**config.mk**
```make
export PLATFORM = sky130hd
export DESIGN_NAME = gwr_ctrl
export DESIGN_NICKNAME = d
export VERILOG_FILES = /design/src/rtl/gwr_pkg.sv /design/src/rtl/gwr_agen.sv /design/src/rtl/gwr_ctrl.sv
export SDC_FILE = /design/constraint.sdc
export NUM_CORES = 1
export LEC_CHECK = 0
export BUFFER_PORTS_ARGS = -buffer_cell sky130_fd_sc_hd__buf_4
export CAP_MARGIN = 20
export CORE_MARGIN = 2
export CORE_UTILIZATION = 50
export CTS_CLUSTER_SIZE = 25
export DETAILED_ROUTE_END_ITERATION = 10
export PLACE_DENSITY = 0.71
export SLEW_MARGIN = 20
export SYNTH_ARGS = -nofsm -noshare
export SYNTH_HDL_FRONTEND = slang
export SYNTH_SLANG_ARGS = --single-unit
```
**constraint.sdc**
```tcl
create_clock -name clock -period 4.9 [get_ports clock]
set_input_delay 0.98 -clock clock [delete_from_list [all_inputs] [get_ports clock]]
set_output_delay 0.98 -clock clock [all_outputs]
set_load 0.02 [all_outputs]
```
**src/rtl/gwr_pkg.sv**
```systemverilog
// Shared types, widths and codes for the grid window rotator.
// No dependencies; used by every module under rtl/.
`timescale 1ns / 1ps
`default_nettype none

package gwr_pkg;

   localparam int MAX_SIDE = 32;
   localparam int RST_SIDE = (MAX_SIDE < 32) ? MAX_SIDE : 32;

   localparam int FUNC_W  = 2;
   localparam int COORD_W = 6;
   localparam int RAD_W   = 4;
   localparam int CSR_W   = 6;
   localparam int VAL_W   = 11;
   localparam int WIN_W   = RAD_W + 1;

   localparam int IDX_W  = $clog2(MAX_SIDE);
   localparam int ADDR_W = $clog2(MAX_SIDE * MAX_SIDE);
   localparam int SIDE_W = $clog2(MAX_SIDE + 1);
   localparam int CNT_W  = (IDX_W > WIN_W) ? IDX_W : WIN_W;
   localparam int CMP_W  = ((SIDE_W > COORD_W) ? SIDE_W : COORD_W) + 1;

   localparam logic [CSR_W-1:0] CSR_RST = CSR_W'(32);

   typedef enum logic [FUNC_W-1:0] {
      FUNC_INIT   = 2'd0,
      FUNC_ROTATE = 2'd1,
      FUNC_READ   = 2'd2
   } func_type;

   typedef struct packed {
      logic [FUNC_W-1:0]  func;
      logic [COORD_W-1:0] center_row;
      logic [COORD_W-1:0] center_col;
      logic [RAD_W-1:0]   radius;
      logic               direction;
   } req_type;

   typedef struct packed {
      logic              valid;
      logic [VAL_W-1:0]  cell_value;
      logic              status;
   } res_type;

   typedef struct packed {
      logic              grid_we;
      logic              grid_wsel_win;
      logic [ADDR_W-1:0] grid_waddr;
      logic [VAL_W-1:0]  grid_wdata;
      logic [ADDR_W-1:0] grid_raddr;
      logic              win_we;
      logic [ADDR_W-1:0] win_waddr;
      logic [ADDR_W-1:0] win_raddr;
   } mem_ctl_type;

endpackage

`default_nettype wire

```
**src/rtl/gwr_agen.sv**
```systemverilog
// Address unit: maps a base plus offset cell position to a grid address,
// and a window position to a scratch address. Depends on gwr_pkg.
`timescale 1ns / 1ps
`default_nettype none

module gwr_agen (
   input  wire logic [gwr_pkg::IDX_W-1:0]  base_row,
   input  wire logic [gwr_pkg::IDX_W-1:0]  base_col,
   input  wire logic [gwr_pkg::CNT_W-1:0]  off_row,
   input  wire logic [gwr_pkg::CNT_W-1:0]  off_col,
   input  wire logic [gwr_pkg::CNT_W-1:0]  win_row,
   input  wire logic [gwr_pkg::CNT_W-1:0]  win_col,
   output logic      [gwr_pkg::ADDR_W-1:0] grid_addr,
   output logic      [gwr_pkg::ADDR_W-1:0] win_addr
);

   logic [gwr_pkg::CNT_W:0]   row_sum;
   logic [gwr_pkg::CNT_W:0]   col_sum;
   logic [gwr_pkg::IDX_W-1:0] row_idx;
   logic [gwr_pkg::IDX_W-1:0] col_idx;

   assign row_sum = (gwr_pkg::CNT_W+1)'(base_row) + (gwr_pkg::CNT_W+1)'(off_row);
   assign col_sum = (gwr_pkg::CNT_W+1)'(base_col) + (gwr_pkg::CNT_W+1)'(off_col);
   assign row_idx = row_sum[gwr_pkg::IDX_W-1:0];
   assign col_idx = col_sum[gwr_pkg::IDX_W-1:0];

   assign grid_addr = gwr_pkg::ADDR_W'(row_idx) * gwr_pkg::ADDR_W'(gwr_pkg::MAX_SIDE)
                    + gwr_pkg::ADDR_W'(col_idx);
   assign win_addr  = gwr_pkg::ADDR_W'(win_row[gwr_pkg::IDX_W-1:0])
                      * gwr_pkg::ADDR_W'(gwr_pkg::MAX_SIDE)
                    + gwr_pkg::ADDR_W'(win_col[gwr_pkg::IDX_W-1:0]);

endmodule

`default_nettype wire

```
**src/rtl/gwr_ctrl.sv**
```systemverilog
// Sequencer: decodes an operation, walks the cells through the address
// unit and drives the memories. Depends on gwr_pkg and gwr_agen.
`timescale 1ns / 1ps
`default_nettype none

module gwr_ctrl (
   input  wire logic                      clock,
   input  wire logic                      reset,
   input  wire logic                      csr_wr_en,
   input  wire logic [gwr_pkg::CSR_W-1:0] csr_wr_data,
   input  wire logic                      req_valid,
   input  wire gwr_pkg::req_type          req,
   output logic                           req_ready,
   input  wire logic                      rsp_free,
   output gwr_pkg::res_type               res,
   output gwr_pkg::mem_ctl_type           mem_ctl,
   input  wire logic [gwr_pkg::VAL_W-1:0] grid_rdata
);

   typedef enum logic [2:0] {
      ST_IDLE, ST_FILL, ST_COPY, ST_GAP, ST_BACK, ST_READ, ST_LATCH, ST_DONE
   } state_type;

   state_type                  state_ff, state_in;
   logic [gwr_pkg::CSR_W-1:0]  csr_ff, csr_in;
   logic                       clearing_ff, clearing_in;
   logic [gwr_pkg::CNT_W-1:0]  row_cnt_ff, row_cnt_in;
   logic [gwr_pkg::CNT_W-1:0]  col_cnt_ff, col_cnt_in;
   logic [gwr_pkg::VAL_W-1:0]  fill_val_ff, fill_val_in;
   logic [gwr_pkg::IDX_W-1:0]  rbase_ff, rbase_in;
   logic [gwr_pkg::IDX_W-1:0]  cbase_ff, cbase_in;
   logic [gwr_pkg::CNT_W-1:0]  wm1_ff, wm1_in;
   logic                       dir_ff, dir_in;
   logic [gwr_pkg::VAL_W-1:0]  value_ff, value_in;
   logic                       status_ff, status_in;
   logic                       pend_win_ff, pend_win_in;
   logic                       pend_grid_ff, pend_grid_in;
   logic [gwr_pkg::ADDR_W-1:0] pend_addr_ff, pend_addr_in;

   logic [gwr_pkg::SIDE_W-1:0] side_eff;
   logic [gwr_pkg::CMP_W-1:0]  cr, cc, rd, se;
   logic [gwr_pkg::CMP_W-1:0]  row_lo, col_lo, row_rd, col_rd;
   logic                       rot_ok, read_ok;
   logic [gwr_pkg::CNT_W-1:0]  lim_m1;
   logic                       row_last, col_last, in_area;

   logic [gwr_pkg::IDX_W-1:0]  ag_base_row, ag_base_col;
   logic [gwr_pkg::CNT_W-1:0]  ag_off_row, ag_off_col;
   logic [gwr_pkg::ADDR_W-1:0] ag_grid_addr, ag_win_addr;

   gwr_agen u_agen (
      .base_row  (ag_base_row),
      .base_col  (ag_base_col),
      .off_row   (ag_off_row),
      .off_col   (ag_off_col),
      .win_row   (row_cnt_ff),
      .win_col   (col_cnt_ff),
      .grid_addr (ag_grid_addr),
      .win_addr  (ag_win_addr)
   );

   // clamp the side register to 1..MAX_SIDE
   always_comb begin
      if (csr_ff == '0) begin
         side_eff = gwr_pkg::SIDE_W'(1);
      end else if (gwr_pkg::CMP_W'(csr_ff) > gwr_pkg::CMP_W'(gwr_pkg::MAX_SIDE)) begin
         side_eff = gwr_pkg::SIDE_W'(gwr_pkg::MAX_SIDE);
      end else begin
         side_eff = gwr_pkg::SIDE_W'(csr_ff);
      end
   end

   assign cr = gwr_pkg::CMP_W'(req.center_row);
   assign cc = gwr_pkg::CMP_W'(req.center_col);
   assign rd = gwr_pkg::CMP_W'(req.radius);
   assign se = gwr_pkg::CMP_W'(side_eff);

   assign rot_ok  = (cr > rd) && (cr + rd <= se) && (cc > rd) && (cc + rd <= se);
   assign read_ok = (cr != '0) && (cr <= se) && (cc != '0) && (cc <= se);
   assign row_lo  = cr - rd - gwr_pkg::CMP_W'(1);
   assign col_lo  = cc - rd - gwr_pkg::CMP_W'(1);
   assign row_rd  = cr - gwr_pkg::CMP_W'(1);
   assign col_rd  = cc - gwr_pkg::CMP_W'(1);

   always_comb begin
      if (state_ff == ST_FILL) begin
         lim_m1 = clearing_ff ? gwr_pkg::CNT_W'(gwr_pkg::MAX_SIDE - 1)
                              : gwr_pkg::CNT_W'(side_eff - gwr_pkg::SIDE_W'(1));
      end else begin
         lim_m1 = wm1_ff;
      end
   end

   assign row_last = (row_cnt_ff == lim_m1);
   assign col_last = (col_cnt_ff == lim_m1);
   assign in_area  = !clearing_ff
                   || ((gwr_pkg::CMP_W'(row_cnt_ff) < gwr_pkg::CMP_W'(gwr_pkg::RST_SIDE))
                    && (gwr_pkg::CMP_W'(col_cnt_ff) < gwr_pkg::CMP_W'(gwr_pkg::RST_SIDE)));

   // address unit operand select
   always_comb begin
      ag_base_row = rbase_ff;
      ag_base_col = cbase_ff;
      ag_off_row  = row_cnt_ff;
      ag_off_col  = col_cnt_ff;
      unique case (state_ff)
         ST_FILL: begin
            ag_base_row = '0;
            ag_base_col = '0;
         end
         ST_BACK: begin
            if (!dir_ff) begin
               ag_off_row = col_cnt_ff;
               ag_off_col = wm1_ff - row_cnt_ff;
            end else begin
               ag_off_row = wm1_ff - col_cnt_ff;
               ag_off_col = row_cnt_ff;
            end
         end
         ST_READ: begin
            ag_off_row = '0;
            ag_off_col = '0;
         end
         default: begin
         end
      endcase
   end

   always_comb begin
      state_in     = state_ff;
      csr_in       = csr_wr_en ? csr_wr_data : csr_ff;
      clearing_in  = clearing_ff;
      row_cnt_in   = row_cnt_ff;
      col_cnt_in   = col_cnt_ff;
      fill_val_in  = fill_val_ff;
      rbase_in     = rbase_ff;
      cbase_in     = cbase_ff;
      wm1_in       = wm1_ff;
      dir_in       = dir_ff;
      value_in     = value_ff;
      status_in    = status_ff;
      pend_win_in  = 1'b0;
      pend_grid_in = 1'b0;
      pend_addr_in = pend_addr_ff;

      // delayed writes land in the cycle after their read was issued
      mem_ctl               = '0;
      mem_ctl.win_we        = pend_win_ff;
      mem_ctl.win_waddr     = pend_addr_ff;
      mem_ctl.grid_we       = pend_grid_ff;
      mem_ctl.grid_wsel_win = pend_grid_ff;
      mem_ctl.grid_waddr    = pend_addr_ff;
      mem_ctl.grid_raddr    = ag_grid_addr;
      mem_ctl.win_raddr     = ag_win_addr;

      unique case (state_ff)
         ST_IDLE: begin
            if (req_valid) begin
               row_cnt_in  = '0;
               col_cnt_in  = '0;
               fill_val_in = gwr_pkg::VAL_W'(1);
               wm1_in      = gwr_pkg::CNT_W'({req.radius, 1'b0});
               dir_in      = req.direction;
               value_in    = '0;
               status_in   = 1'b0;
               case (req.func)
                  gwr_pkg::FUNC_INIT: begin
                     state_in = ST_FILL;
                  end
                  gwr_pkg::FUNC_ROTATE: begin
                     rbase_in = row_lo[gwr_pkg::IDX_W-1:0];
                     cbase_in = col_lo[gwr_pkg::IDX_W-1:0];
                     if (rot_ok) begin
                        state_in = ST_COPY;
                     end else begin
                        status_in = 1'b1;
                        state_in  = ST_DONE;
                     end
                  end
                  gwr_pkg::FUNC_READ: begin
                     rbase_in = row_rd[gwr_pkg::IDX_W-1:0];
                     cbase_in = col_rd[gwr_pkg::IDX_W-1:0];
                     if (read_ok) begin
                        state_in = ST_READ;
                     end else begin
                        status_in = 1'b1;
                        state_in  = ST_DONE;
                     end
                  end
                  default: begin
                     status_in = 1'b1;
                     state_in  = ST_DONE;
                  end
               endcase
            end
         end
         ST_FILL: begin
            mem_ctl.grid_we       = 1'b1;
            mem_ctl.grid_wsel_win = 1'b0;
            mem_ctl.grid_waddr    = ag_grid_addr;
            mem_ctl.grid_wdata    = in_area ? fill_val_ff : '0;
            if (in_area) begin
               fill_val_in = fill_val_ff + gwr_pkg::VAL_W'(1);
            end
            col_cnt_in = col_last ? '0 : col_cnt_ff + gwr_pkg::CNT_W'(1);
            if (col_last) begin
               row_cnt_in = row_cnt_ff + gwr_pkg::CNT_W'(1);
               if (row_last) begin
                  clearing_in = 1'b0;
                  state_in    = clearing_ff ? ST_IDLE : ST_DONE;
               end
            end
         end
         ST_COPY: begin
            pend_win_in  = 1'b1;
            pend_addr_in = ag_win_addr;
            col_cnt_in   = col_last ? '0 : col_cnt_ff + gwr_pkg::CNT_W'(1);
            if (col_last) begin
               row_cnt_in = row_cnt_ff + gwr_pkg::CNT_W'(1);
               if (row_last) begin
                  row_cnt_in = '0;
                  state_in   = ST_GAP;
               end
            end
         end
         ST_GAP: begin
            // let the last scratch write land before reading back
            state_in = ST_BACK;
         end
         ST_BACK: begin
            pend_grid_in = 1'b1;
            pend_addr_in = ag_grid_addr;
            col_cnt_in   = col_last ? '0 : col_cnt_ff + gwr_pkg::CNT_W'(1);
            if (col_last) begin
               row_cnt_in = row_cnt_ff + gwr_pkg::CNT_W'(1);
               if (row_last) begin
                  state_in = ST_DONE;
               end
            end
         end
         ST_READ: begin
            state_in = ST_LATCH;
         end
         ST_LATCH: begin
            value_in = grid_rdata;
            state_in = ST_DONE;
         end
         ST_DONE: begin
            if (rsp_free) begin
               state_in = ST_IDLE;
            end
         end
         default: begin
            state_in = ST_IDLE;
         end
      endcase
   end

   always_ff @(posedge clock) begin
      if (reset) begin
         state_ff     <= ST_FILL;
         csr_ff       <= gwr_pkg::CSR_RST;
         clearing_ff  <= 1'b1;
         row_cnt_ff   <= '0;
         col_cnt_ff   <= '0;
         fill_val_ff  <= gwr_pkg::VAL_W'(1);
         pend_win_ff  <= 1'b0;
         pend_grid_ff <= 1'b0;
      end else begin
         state_ff     <= state_in;
         csr_ff       <= csr_in;
         clearing_ff  <= clearing_in;
         row_cnt_ff   <= row_cnt_in;
         col_cnt_ff   <= col_cnt_in;
         fill_val_ff  <= fill_val_in;
         pend_win_ff  <= pend_win_in;
         pend_grid_ff <= pend_grid_in;
      end
      rbase_ff     <= rbase_in;
      cbase_ff     <= cbase_in;
      wm1_ff       <= wm1_in;
      dir_ff       <= dir_in;
      value_ff     <= value_in;
      status_ff    <= status_in;
      pend_addr_ff <= pend_addr_in;
   end

   assign req_ready      = (state_ff == ST_IDLE);
   assign res.valid      = (state_ff == ST_DONE);
   assign res.cell_value = value_ff;
   assign res.status     = status_ff;

endmodule

`default_nettype wire

```
---- Yosys cells after proc, flatten, opt, wreduce, memory -nomap -nowiden ----
Cells that the tools add are included.
storage, ports and cells
  flip-flop bits (word level) ............. 70
  logic and storage cells ................. 130
operators by class
  add/subtract/negate cells ............... 18
  $lt $le $gt $ge ......................... 7
  equality and inequality tests ........... 20
  multiplexer cells ....................... 43
  reductions and logical operators ........ 27
operator list
  cell                                               number
  two-way mux 5 bit                                  11
  case mux 5 bit (2 select lines)                    5
  case mux 11 bit (2 select lines)                   2
  two-way mux 3 bit                                  10
  subtractor 5 x 1 -> 5 bit (second input constant)  5
  case mux 3 bit (8 select lines)                    1
  two-way mux 23 bit                                 1
  two-way mux 11 bit                                 2
  adder 10 x 5 -> 10 bit                             2
  case mux 10 bit (2 select lines)                   1
  inequality test 2 bit (second input constant)      8
  case mux 5 bit (3 select lines)                    1
  adder 6 x 4 -> 7 bit                               2
  less-or-equal comparator 7 x 6 -> 1 bit            2
  nonzero test 7 bit                                 2
  == test 3 bit (second input constant)              4
  greater-than comparator 6 x 4 -> 1 bit             2
  less-or-equal comparator 6 bit                     2
  two-way mux 6 bit                                  2
  adder 11 x 1 -> 11 bit (second input constant)     1
  adder 5 x 1 -> 5 bit (second input constant)       2
  adder 5 bit                                        2
  == test 5 bit                                      2
  nonzero test 2 bit                                 5
  23 further kinds                                   38

---- Logic depth before layout (Yosys ltp) ----
  depth after elaboration ................. 11
  mapped depth ............................ 17
  mapped depth without buffers ............ 17

---- Modules after synthesis ----
A second synthesis with hierarchy kept.
second synthesis, totals
  cell total of the unflattened synthesis .. 719
  area total of the unflattened synthesis .. 5938.2 sq um
modules (own cells, without submodules)
  module    instances  cells each  area an instance (sq um)  sequential area each (sq um)
  gwr_ctrl  1          671         5552.8                    1771.7
  gwr_agen  1          48          385.4                     0.0

---- Worst setup path before layout ----
OpenSTA, ideal clock, no wires.
  path kind ............................... register to output
  from .................................... reg state_ff[0]
  to ...................................... out mem_ctl[30] in the netlist's numbering
  arrival ................................. 3.106 ns
  required time ........................... 3.920 ns
  setup slack ............................. 0.814 ns
  stages on the path, launching flop included .. 13
  path through ............................ dfxtp_1 > buf_4 > or3b_4 > buf_6 > clkbuf_1 > clkbuf_1 > and2_1 > ha_1 > fa_1 > a21o_1 > a21oi_1 > xor2_1 > xor2_1
RTL lines
  element                 RTL line         source
  start, declared         gwr_ctrl.sv:24   state_type state_ff, state_in;
  start signal, assigned  gwr_ctrl.sv:270  state_ff <= state_in;
  end, declared           gwr_ctrl.sv:16   output gwr_pkg::mem_ctl_type mem_ctl,

==> PnR_summary.wiki <==
{| class="wikitable"
! Metric !! Value
|-
| Total wire length after detailed routing || 15,600 um
|-
| Clk_lat worst skew || 330 ps
|-
| Total number of vias || 5,403
|-
| Cell row count || 39
|-
| Start-to-end type of the worst setup path || reg2out
|-
| Synth Register Bits || 70
|-
| Number of setup buffers added after CTS || 0
|-
| Critical path's top delay family || flip-flops
|-
| Placement-stage cell area || 6790 um2
|-
| Floorplan die area || 12,700 um2
|-
| Pin count of the biggest net entering global routing || 28
|-
| Number of clock buffers inserted by TritonCTS || 9
|-
| Multiplexer share of the synthesized area || 2.27%
|-
| Transition time of the tightest slew-check pin || 787 ps
|-
| Clock buffer depth || 2
|-
| Average wire per standard cell || 16.7 um
|-
| Total number of clock tree sinks || 70
|-
| GRT Total Usage || 25.3%
|-
| Grt ovf || 0
|-
| Critical path startpoint category || flop
|-
| Chip Height || 113 um
|-
| Clock transition at the register clock pins on the worst setup and hold paths after CTS || 60 ps
|-
| TritonCTS clock tree || built
|-
| Via count of the first global-routing pass || 5,246
|-
| Cells along the critical path || inv_1 > nand2_1 > o31ai_1 > ha_1 > fa_1 > a21o_1 > a21oi_1 > xor2_1 > xor2_1 > buf_4
|-
| Endpoint required time on the critical path || 3920 ps
|-
| First-pass GRT wire length || 26,000 um
|-
| Synthesized Nets || 815
|-
| Post-synthesis cell area || 5900 um2
|-
| Total negative setup slack || 0 ps
|-
| Max VDD drop || 0.279 mV
|-
| Worst-path fanout max || 17
|-
| Maximum capacitance violations || 0
|-
| Starting DRT DRC Count || 386
|-
| CP max stage cell || dfxtp_1
|-
| Number of hold buffers added after cts || 0
|-
| Share of synthesized cell area in and, or, nand and nor gates || 19.5%
|-
| Library cells used by synthesis || 65
|-
| Finished Cell Area || 7090 um2
|-
| Core area || 11,500 um2
|-
| Synth-to-layout area growth || 20.2%
|-
| Worst rel slew slack || 47.1%
|-
| Time the final worst path needs with I/O delays and setup || 4490 ps
|-
| Port Buffer Count || 108
|-
| Number of warnings issued by yosys || 0
|-
| Most used cell along the critical path || xor2_1
|-
| Count of buffering cells on the critical path with inverters included || 2
|-
| Clock H-tree levels || 3
|-
| Compound-cell area share of the yosys netlist || 18.4%
|-
| Stage delay of the slowest cell on the critical path || 690 ps
|-
| Fill cell total of the finished layout || 987
|-
| Result of the run || completed
|-
| Final period util || 91.5%
|-
| Via density || 5.76
|-
| Cell chosen for the clock root || clkbuf_16
|-
| Ratio of cells with drive above 1 in the final layout || 18.0%
|-
| Largest family of logic cells by synthesized area || simple AND/OR/NAND/NOR gates
|-
| Most instantiated flip-flop cell in the synthesis netlist || edfxtp_1
|-
| Synth async-reset ratio || 0%
|-
| Residual DRC || 0
|-
| Initial antenna violation count || 0
|-
| Syn Area/Cell || 8.45 um2
|-
| Number of optimization iterations in the first detailed-route pass || 5
|-
| Antenna-violating nets left || 0
|-
| Cell taking the most area after synthesis || edfxtp_1
|-
| Count of pins over their slew limit || 0
|-
| Final setup violation count || 0
|-
| Die Wd || 113 um
|-
| Worst setup skew after layout || 5.97 ps
|-
| Pwr per Cell Area || 369 nW/um2
|-
| Arrival @ worst endpoint || 3510 ps
|-
| Placed wire-length estimate after detailed placement || 12,100 um
|-
| Initial standard-cell utilization of the core || 51.5%
|-
| Synth Area in Adders || 16.9%
|-
| Leakage power || 3.16 nW
|-
| Worst hold path class || reg2reg
|-
| Synth top area share || 18.8%
|-
| Final hold slack || 494 ps
|-
| # resized after CTS || 0
|-
| Total power consumption of the routed design || 2.62 mW
|-
| Antenna diode count || 0
|-
| Kind of end point of the critical path || output pin
|-
| Final weighted congestion in routability-driven placement || 0.894
|-
| Xor/xnor cell area share of the yosys netlist || 7.42%
|-
| Unrepaired setup endpoints after global routing || no
|-
| EDFF count, synth || 37
|-
| Leading cell types by total area after synthesis || edfxtp_1 19%, ha_1 14%, dfxtp_1 11%
|-
| Number of top-level pins || 109
|-
| Synthesized instance count || 699
|-
| Sequential element share of the synthesized area || 30.0%
|-
| Final net count || 906
|-
| Final Hold Viols || 0
|-
| Max Fclk || 223 MHz
|}
[area by class of cell]
cell class | instances | area, um2 | area share [%]
Sequential cell | 70 | 1770 | 25.0
Clock inverter | 6 | 42.5 | 0.600
Multi-Input combinational cell | 549 | 3810 | 53.8
Clock buffer | 10 | 250 | 3.53
Inverter | 44 | 165 | 2.33
Tap cell | 143 | 179 | 2.52
Timing Repair Buffer | 116 | 871 | 12.3
[path summary, 6_finish.rpt]
check	startpoint	depth (start not counted)	slack, ps	end
min	fill_val_ff[10]	2	490	fill_val_ff[10]
min reg2reg	fill_val_ff[10]	2	490	fill_val_ff[10]
max	state_ff[1]	10	410	mem_ctl[30]
max reg2reg	csr_ff[2]	13	1380	state_ff[1]
[flip-flops by register name (all words and copies together), names as in the netlist]
signal and cells:
wm1_ff 4, rbase_ff 5, pend_grid_ff 1, col_cnt_ff 5, csr_ff 6, state_ff 3, pend_win_ff 1, cbase_ff 5
value_ff 11, row_cnt_ff 5, status_ff 1, fill_val_ff 11, pend_addr_ff 10, clearing_ff 1, dir_ff 1
[Yosys cell counts (3+ instances only)]
| cell type | number |
|---|---|
| buf_4 | 3 |
| a21oi_1 | 46 |
| edfxtp_1 | 37 |
| and3_1 | 7 |
| nor2_1 | 58 |
| mux2i_1 | 10 |
| a41oi_1 | 4 |
| nand2_1 | 78 |
| o31ai_1 | 5 |
| buf_1 | 3 |
| a31oi_1 | 8 |
| xor2_1 | 20 |
| nand3_1 | 11 |
| nand2b_1 | 7 |
| and2_1 | 33 |
| nor2b_1 | 4 |
| dfxtp_1 | 33 |
| xnor2_1 | 30 |
| clkbuf_1 | 26 |
| inv_1 | 43 |
| nand3b_1 | 3 |
| a311oi_1 | 3 |
| fa_1 | 8 |
| ha_1 | 67 |
| a21o_1 | 15 |
| o211ai_1 | 6 |
| buf_2 | 3 |
| nand4_1 | 8 |
| o21ai_1 | 5 |
| o21bai_1 | 4 |
| o21a_1 | 5 |
| a221oi_1 | 3 |
| nor3_1 | 12 |
| o21ai_0 | 50 |
[layer usage]
| metal | wire, um | vias to the layer above | GRT usage, % |
|---|---|---|---|
| met5 | 0 | - | 0 |
| li1 | - | 2642 | - |
| met1 | 6980 | 2497 | 34.6 |
| met2 | 7120 | 236 | 40.4 |
| met3 | 1260 | 28 | 4.54 |
| met4 | 267 | 0 | 8.94 |
[layout by cell type (no fill, tap or decap), types with 10 or more instances in the layout]
cell type  Yosys  layout
xor2_1        20      20
nand2_1       78      78
dfxtp_1       33      33
nor2_1        58      58
xnor2_1       30      30
a21o_1        15      15
o21ai_0       50      50
nand3_1       11      11
inv_1         43      43
clkbuf_16      0      10
a21oi_1       46      46
buf_4          3     115
ha_1          67      67
edfxtp_1      37      37
nor3_1        12      12
and2_1        33      33
mux2i_1       10      10
[stage by stage]
step | setup slack [ps] | util [%] | std cells
CTS | 423 | 61.8 | 937
global route | 134 | 61.9 | 938
floorplan | 814 | - | 699
global placement | 732 | 59.2 | 921
finish | 414 | 61.9 | 938
detailed placement | 631 | 59.2 | 921
[power by group]
part / internal [mW] / total (mW) / switching [mW] / leakage (nW)
registers: 0.685 / 0.765 / 0.0802 / 0.602
logic: 0.497 / 1.22 / 0.724 / 2.42
clock network: 0.374 / 0.635 / 0.261 / 0.142
total: 1.56 / 2.62 / 1.06 / 3.16
[worst min-delay path: cells and delay by family (launching register included)]
kind / cells / cell delay [ps]
DFF: 1 / 320
AOI/OAI and AO/OA: 2 / 130
[cell families after synthesis]
logic type,after synthesis
compound gates,174
xor+xnor,50
fa+ha+maj,75
buf+inv,80
flops,70
mux,13
simple gates,237
(Power assumes the default switching activity.)
